--- config.mk ---
export PLATFORM = sky130hd
export DESIGN_NAME = intel_hex_record_encoder
export DESIGN_NICKNAME = d
export VERILOG_FILES = /design/src/sv/ihex_pkg.sv /design/src/sv/intel_hex_record_encoder.sv
export SDC_FILE = /design/constraint.sdc
export NUM_CORES = 1
export LEC_CHECK = 0
export BUFFER_PORTS_ARGS = -buffer_cell sky130_fd_sc_hd__buf_2
export CELL_PAD_IN_SITES_DETAIL_PLACEMENT = 1
export CELL_PAD_IN_SITES_GLOBAL_PLACEMENT = 2
export CORE_ASPECT_RATIO = 1.1
export CORE_MARGIN = 4
export CORE_UTILIZATION = 43
export CTS_CLUSTER_SIZE = 8
export DETAILED_ROUTE_END_ITERATION = 8
export GPL_ROUTABILITY_DRIVEN = 0
export GPL_TIMING_DRIVEN = 0
export PLACE_DENSITY = 0.89
export SYNTH_ARGS = -nofsm -noshare
export SYNTH_HDL_FRONTEND = slang
export SYNTH_SLANG_ARGS = --single-unit
--- constraint.sdc ---
create_clock -name clock -period 4.6 [get_ports clock]
set_input_delay 1.15 -clock clock [delete_from_list [all_inputs] [get_ports clock]]
set_output_delay 1.15 -clock clock [all_outputs]
set_load 0.02 [all_outputs]
--- src/sv/ihex_pkg.sv ---
package ihex_pkg;

   localparam int RECORD_BYTES = 16;
   localparam int BUF_DEPTH    = 16;
   localparam int IDX_W        = $clog2(BUF_DEPTH);
   localparam int FILL_W       = $clog2(BUF_DEPTH + 1);
   localparam int ADDR_W       = 16;
   localparam int PC_W         = 5;

   localparam logic [FILL_W-1:0] FILL_FULL = FILL_W'(RECORD_BYTES);

   // entry points of the microprogram
   localparam logic [PC_W-1:0] PC_RECORD = 5'd0;
   localparam logic [PC_W-1:0] PC_DATA   = 5'd9;
   localparam logic [PC_W-1:0] PC_EOF    = 5'd14;

   typedef enum logic [1:0] {
      CS_CONST,
      CS_HEX_HI,
      CS_HEX_LO
   } char_src_type;

   typedef enum logic [2:0] {
      BS_COUNT,
      BS_ADDR_HI,
      BS_ADDR_LO,
      BS_ZERO,
      BS_DATA,
      BS_CSUM
   } byte_sel_type;

   typedef struct packed {
      char_src_type src;
      byte_sel_type sel;
      logic [7:0]   ch;
      logic         acc;      // add selected byte into checksum
      logic         loop;     // next data byte, branch back while bytes remain
      logic         rec_end;  // advance address; branch to end record on finish
      logic         img_end;  // clear image state, stop
   } uop_type;

   function automatic uop_type ucode(input logic [PC_W-1:0] pc);
      uop_type u;
      u.src     = CS_CONST;
      u.sel     = BS_ZERO;
      u.ch      = 8'h00;
      u.acc     = 1'b0;
      u.loop    = 1'b0;
      u.rec_end = 1'b0;
      u.img_end = 1'b0;
      case (pc)
         5'd0: begin
            u.ch = ":";
         end
         5'd1: begin
            u.src = CS_HEX_HI; u.sel = BS_COUNT; u.acc = 1'b1;
         end
         5'd2: begin
            u.src = CS_HEX_LO; u.sel = BS_COUNT;
         end
         5'd3: begin
            u.src = CS_HEX_HI; u.sel = BS_ADDR_HI; u.acc = 1'b1;
         end
         5'd4: begin
            u.src = CS_HEX_LO; u.sel = BS_ADDR_HI;
         end
         5'd5: begin
            u.src = CS_HEX_HI; u.sel = BS_ADDR_LO; u.acc = 1'b1;
         end
         5'd6: begin
            u.src = CS_HEX_LO; u.sel = BS_ADDR_LO;
         end
         5'd7: begin
            u.src = CS_HEX_HI; u.sel = BS_ZERO;
         end
         5'd8: begin
            u.src = CS_HEX_LO; u.sel = BS_ZERO;
         end
         5'd9: begin
            u.src = CS_HEX_HI; u.sel = BS_DATA; u.acc = 1'b1;
         end
         5'd10: begin
            u.src = CS_HEX_LO; u.sel = BS_DATA; u.loop = 1'b1;
         end
         5'd11: begin
            u.src = CS_HEX_HI; u.sel = BS_CSUM;
         end
         5'd12: begin
            u.src = CS_HEX_LO; u.sel = BS_CSUM;
         end
         5'd13: begin
            u.ch = 8'h0a; u.rec_end = 1'b1;
         end
         // end-of-file record, upper case checksum as in the file format
         5'd14: u.ch = ":";
         5'd15: u.ch = "0";
         5'd16: u.ch = "0";
         5'd17: u.ch = "0";
         5'd18: u.ch = "0";
         5'd19: u.ch = "0";
         5'd20: u.ch = "0";
         5'd21: u.ch = "0";
         5'd22: u.ch = "1";
         5'd23: u.ch = "F";
         5'd24: u.ch = "F";
         5'd25: begin
            u.ch = 8'h0a; u.img_end = 1'b1;
         end
         default: u.ch = 8'h00;
      endcase
      return u;
   endfunction

   function automatic logic [7:0] hex_char(input logic [3:0] n);
      logic [7:0] c;
      if (n < 4'd10) begin
         c = 8'h30 + {4'h0, n};
      end else begin
         c = 8'h57 + {4'h0, n};
      end
      return c;
   endfunction

endpackage

--- src/sv/intel_hex_record_encoder.sv ---
// Output: the word that completes a record sets the busy flag; the sequencer
//   then registers the first character into the output register, and then
//   one character per cycle while rsp_ready stays high.
// Input: data bytes are refused while a record's text is emitted; a finish
//   holds the input until any partial record and the end record are out.
// Reset: synchronous; clears fill count, address, wrap flag and sequencer.
module intel_hex_record_encoder
   import ihex_pkg::*;
(
   input  logic       clock,
   input  logic       reset,
   input  logic       req_valid,
   output logic       req_ready,
   input  logic       req_command,
   input  logic [7:0] req_data_byte,
   output logic       rsp_valid,
   input  logic       rsp_ready,
   output logic [7:0] rsp_text_char,
   output logic       rsp_run_end,
   output logic       rsp_address_wrapped
);

   logic [7:0]        buf_mem [BUF_DEPTH];
   logic [7:0]        rd_byte_ff;

   logic              busy_ff,   busy_in;
   logic              finish_ff, finish_in;
   logic [PC_W-1:0]   pc_ff,     pc_in;
   logic [IDX_W-1:0]  idx_ff,    idx_in;
   logic [FILL_W-1:0] fill_ff,   fill_in;
   logic [ADDR_W-1:0] addr_ff,   addr_in;
   logic              wrap_ff,   wrap_in;
   logic [7:0]        sum_ff,    sum_in;

   logic              rsp_valid_ff,   rsp_valid_in;
   logic [7:0]        rsp_char_ff,    rsp_char_in;
   logic              rsp_end_ff,     rsp_end_in;
   logic              rsp_wrap_ff,    rsp_wrap_in;

   uop_type           uop;
   logic              in_accept;
   logic              step;
   logic [7:0]        sel_byte;
   logic [7:0]        out_char;
   logic [ADDR_W:0]   addr_sum;
   logic [FILL_W-1:0] fill_inc;

   assign req_ready = !busy_ff;
   assign in_accept = req_valid && req_ready;
   assign step      = busy_ff && (!rsp_valid_ff || rsp_ready);
   assign uop       = ucode(pc_ff);
   assign addr_sum  = {1'b0, addr_ff} + (ADDR_W + 1)'(fill_ff);
   assign fill_inc  = fill_ff + FILL_W'(1);

   always_comb begin
      case (uop.sel)
         BS_COUNT:   sel_byte = 8'(fill_ff);
         BS_ADDR_HI: sel_byte = addr_ff[15:8];
         BS_ADDR_LO: sel_byte = addr_ff[7:0];
         BS_DATA:    sel_byte = rd_byte_ff;
         BS_CSUM:    sel_byte = ~sum_ff + 8'd1;
         default:    sel_byte = 8'h00;
      endcase
      case (uop.src)
         CS_HEX_HI: out_char = hex_char(sel_byte[7:4]);
         CS_HEX_LO: out_char = hex_char(sel_byte[3:0]);
         default:   out_char = uop.ch;
      endcase
   end

   always_comb begin
      busy_in      = busy_ff;
      finish_in    = finish_ff;
      pc_in        = pc_ff;
      idx_in       = idx_ff;
      fill_in      = fill_ff;
      addr_in      = addr_ff;
      wrap_in      = wrap_ff;
      sum_in       = sum_ff;
      rsp_valid_in = rsp_valid_ff && !rsp_ready;
      rsp_char_in  = rsp_char_ff;
      rsp_end_in   = rsp_end_ff;
      rsp_wrap_in  = rsp_wrap_ff;

      if (step) begin
         rsp_valid_in = 1'b1;
         rsp_char_in  = out_char;
         rsp_end_in   = 1'b0;
         rsp_wrap_in  = wrap_ff;
         pc_in        = pc_ff + PC_W'(1);
         if (uop.acc) begin
            sum_in = sum_ff + sel_byte;
         end
         if (uop.loop) begin
            if (FILL_W'(idx_ff) + FILL_W'(1) < fill_ff) begin
               pc_in  = PC_DATA;
               idx_in = idx_ff + IDX_W'(1);
            end else begin
               idx_in = '0;
            end
         end
         if (uop.rec_end) begin
            addr_in = addr_sum[ADDR_W-1:0];
            if (addr_sum[ADDR_W]) begin
               wrap_in = 1'b1;
            end
            fill_in = '0;
            if (finish_ff) begin
               pc_in = PC_EOF;
            end else begin
               busy_in    = 1'b0;
               rsp_end_in = 1'b1;
            end
         end
         if (uop.img_end) begin
            addr_in    = '0;
            wrap_in    = 1'b0;
            fill_in    = '0;
            busy_in    = 1'b0;
            rsp_end_in = 1'b1;
         end
      end

      if (in_accept) begin
         sum_in = 8'h00;
         idx_in = '0;
         if (!req_command) begin
            fill_in = fill_inc;
            if (fill_inc == FILL_FULL) begin
               busy_in   = 1'b1;
               finish_in = 1'b0;
               pc_in     = PC_RECORD;
            end
         end else begin
            busy_in   = 1'b1;
            finish_in = 1'b1;
            // empty buffer: straight to the end record
            pc_in     = (fill_ff != '0) ? PC_RECORD : PC_EOF;
         end
      end
   end

   always_ff @(posedge clock) begin
      if (reset) begin
         busy_ff      <= 1'b0;
         finish_ff    <= 1'b0;
         pc_ff        <= '0;
         idx_ff       <= '0;
         fill_ff      <= '0;
         addr_ff      <= '0;
         wrap_ff      <= 1'b0;
         sum_ff       <= 8'h00;
         rsp_valid_ff <= 1'b0;
      end else begin
         busy_ff      <= busy_in;
         finish_ff    <= finish_in;
         pc_ff        <= pc_in;
         idx_ff       <= idx_in;
         fill_ff      <= fill_in;
         addr_ff      <= addr_in;
         wrap_ff      <= wrap_in;
         sum_ff       <= sum_in;
         rsp_valid_ff <= rsp_valid_in;
      end
   end

   always_ff @(posedge clock) begin
      rsp_char_ff <= rsp_char_in;
      rsp_end_ff  <= rsp_end_in;
      rsp_wrap_ff <= rsp_wrap_in;
   end

   // read ahead at the next index; data steps come well after the last write
   always_ff @(posedge clock) begin
      if (in_accept && !req_command) begin
         buf_mem[fill_ff[IDX_W-1:0]] <= req_data_byte;
      end
      rd_byte_ff <= buf_mem[idx_in];
   end

   assign rsp_valid           = rsp_valid_ff;
   assign rsp_text_char       = rsp_char_ff;
   assign rsp_run_end         = rsp_end_ff;
   assign rsp_address_wrapped = rsp_wrap_ff;

endmodule

==> metrics.cfg <==
[outcome]
status = finished, final reports clean

[logic_synthesis]
synth_edf_count = 137
syn_avg_cell_area_sq_um = 11.6
ys_types = 73
async_flop_share = 0
ys.flop_type = edfxtp_1
synth_area_sq_um = 9050
synth_top_area_cell = edfxtp_1
synth_common_cells = edfxtp_1 (137), nor2_1 (53), dfxtp_1 (50)
synth_cells = 783
synth_top_cells_by_area = edfxtp_1 (45%), dfxtp_1 (11%), ha_1 (4.1%), mux2i_1 (3.0%), xnor2_1 (2.3%)
syn_nets = 828
synth.yosys.warnings = 0
synth_top_area_frac = 0.455
synth-seq-cells = 187
synth_seq_area_share = 0.565
synth_most_common_cell = edfxtp_1

[pwr]
power.internal_uw = 2640
p_sw_uw = 902
power.density_nw_per_um2 = 351
ir_drop_uv = 285
p_clk_frac = 0.408
power_frac_seq = 0.521
switching_share = 0.255
pwr-share-comb = 0.071
leakagePower_uw = 0.00347

[global_routing]
antenna_found_initial = 0
grt_overflow = 0
grt_pass1_wl_um = 38900
grt_max_degree = 20
grt_pass1_vias = 6993
grt_util_all_layers = 0.210

[drt]
viasPerCell = 5.98
wl_per_cell_um = 22.2
vias = 6546
drtIter0Drc = 384
ant_nets = 0
drc = 0
routed_wl_um = 24300
drt_first_pass_iters = 5

[layout]
diodes = 0
register_area_sq_um = 5120
nets = 870
drive_gt1_frac = 0.124
fill_cells = 2217
area_delta_synth_final_pct = 11.6
multiInputGateArea_sq_um = 3650

[clock_network]
clk_path_buf_depth = 2
clk_pin_slew_ns = 0.08
numClockSinks = 187
cts_tree = done
clock_latency_ns = 0.44
htree_levels = 4
cts-root-buf = clkbuf_16
ctsHoldBuffers = 0
cts_made_buffers = 17

[setup_path]
startpoint_type = flip-flop
cp-end-kind = flip-flop
crit_type = flip-flop to flip-flop
required_ns = 4.92
path_cells = inv_1 -> ha_1 -> buf_2 -> or4_4 -> and3_4 -> buf_6 -> and2_4 -> a22o_1 -> a211oi_4 -> inv_2 -> ha_1 -> a21o_1 -> a21oi_2 -> o21bai_1 -> a2111oi_2 -> o21ai_1 -> a21bo_2 -> xor2_1 -> nor2_1
cpMaxStageDelayCell = or4_4
cp.arrival_ns = 4.62
critPathMaxFanout = 10
r2r_cells = 19
cp_slowest_stage_delay_ns = 0.48
path_common_cell = ha_1

[timing]
period_minus_slack_ns = 4.30
finalHoldViolations = 0
setup_ws_ns = 0.296
clock_skew_ns = 0.0114
rsz0062_at_grt = no
maxSlewHeadroom = 0.111
worst_hold_slack_ns = 0.466
period_share = 0.936
final_max_slew_viol_count = 0
setup_violations = 0
max_freq_ghz = 0.232
tightest_slew_ns = 1.32

[flow_run]
cap_violations = 0

[floorplan]
design.core.area_sq_um = 20600
start_util = 0.438
io_pins = 25
core.rowCount = 55
dieArea_sq_um = 23400
die_h_um = 160
die-width_um = 146

[hold_path]
whs_path_depth = 0
hp-class = flip-flop to flip-flop

[place]
dp_hpwl_um = 17500
port_buffers = 23
pre_cts_ws_ns = -0.180

logic make-up (layout without fill, tap and decap cells):
kind of cell	count (synthesis)	count (layout)	share of synthesized area
other	1	1	0.000414
adder cells (fa/ha/maj)	32	32	0.0459
XOR/XNOR	29	29	0.0281
multiplexers	37	37	0.0423
AO/OA/AOI/OAI	198	198	0.157
AND/OR/NAND/NOR	225	225	0.126
buffers and inverters	74	129	0.0351
flip-flops	187	187	0.565
worst max-delay path: cells and delay by family, from the launching register on:
kind | cells | cell delay, ns
xor+xnor | 1 | 0.12
buf+inv | 4 | 0.53
simple gates | 4 | 0.90
fa+ha+maj | 2 | 0.49
flops | 1 | 0.38
compound gates | 8 | 1.79
routing by layer:
| metal | share of wire | vias up | GRT usage |
|---|---|---|---|
| met5 | 0 | - | 0 |
| met4 | 0.029 | 0 | 0.0774 |
| met3 | 0.036 | 45 | 0.0312 |
| met2 | 0.53 | 176 | 0.384 |
| met1 | 0.41 | 3271 | 0.251 |
| li1 | - | 3054 | - |
cells in the final DEF, fill, tap and decap left out, types with 8 or more instances in the layout:
cell	count
edfxtp_1	137
nor2_1	53
dfxtp_1	49
nand2_1	46
a21oi_1	35
inv_1	32
buf_2	31
ha_1	30
mux2i_1	27
nand3_1	26
nor2b_1	24
xnor2_1	24
clkbuf_1	23
a211oi_1	19
o21ai_0	18
nor3_1	18
o22ai_1	18
a211o_1	17
clkbuf_16	17
o221ai_1	13
a31oi_1	10
o211ai_1	10
mux2_2	10
and3_1	8
or3_1	8
o2111ai_1	8
flip-flops by register name, summed over array words and instances, names as in the netlist:
register / count
rsp_address_wrapped: 1
busy_ff: 1
finish_ff: 1
rd_byte_ff: 8
wrap_ff: 1
rsp_text_char: 7
addr_ff: 16
sum_ff: 8
fill_ff: 5
rsp_valid: 1
pc_ff: 5
buf_mem: 128
rsp_run_end: 1
idx_ff: 4
power by group through the flow:
stage | Clock (uW) | Combinational (uW) | Sequential [uW]
final | 1440 | 251 | 1840
after CTS | 1460 | 250 | 1840
after global placement | 0 | 233 | 1880
after global routing | 1530 | 277 | 1850
after floorplan | 0 | 152 | 1890
after detailed placement | 0 | 247 | 1880
timing repair:
item	CTS	global route
gates resized for setup	4	6
gates cloned	0	0
pin swaps	1	1
buffers inserted	0	0
hold endpoints to repair	0	0
endpoints found under the setup margin	1	2
final timing paths:
path                                    to  slack (ns)                 start
min reg2reg  rsp_address_wrapped$_DFFE_PP_        0.47  wrap_ff$_SDFFE_PP0P_
max                 sum_ff[7]$_SDFFE_PP0P_        0.30   pc_ff[0]$_SDFF_PP0_
max reg2reg         sum_ff[7]$_SDFFE_PP0P_        0.30   pc_ff[0]$_SDFF_PP0_
min          rsp_address_wrapped$_DFFE_PP_        0.47  wrap_ff$_SDFFE_PP0P_
area by class of cell:
| cell class | instances | area share |
|---|---|---|
| clock buffers | 18 | 0.0425 |
| repair buffers | 23 | 0.0114 |
| well taps | 256 | 0.0317 |
| multi-input cells | 522 | 0.362 |
| flip-flops and latches | 187 | 0.507 |
| inverters | 34 | 0.0126 |
| plain buffers | 40 | 0.0190 |
| clock inverters | 14 | 0.0146 |
through the flow:
step / instance area (sq um) / instances / power [uW] / TNS, ns / util
detailed placement: 9490 / 1062 / 2130 / -0.180 / 0.460
floorplan: 9050 / 783 / 2040 / 0 / -
global route: 10100 / 1094 / 3660 / 0 / 0.489
CTS: 10100 / 1094 / 3550 / 0 / 0.488
finish: 10100 / 1094 / 3540 / 0 / 0.489
global placement: 9480 / 1062 / 2120 / 0 / 0.459
(Power assumes the default switching activity.)
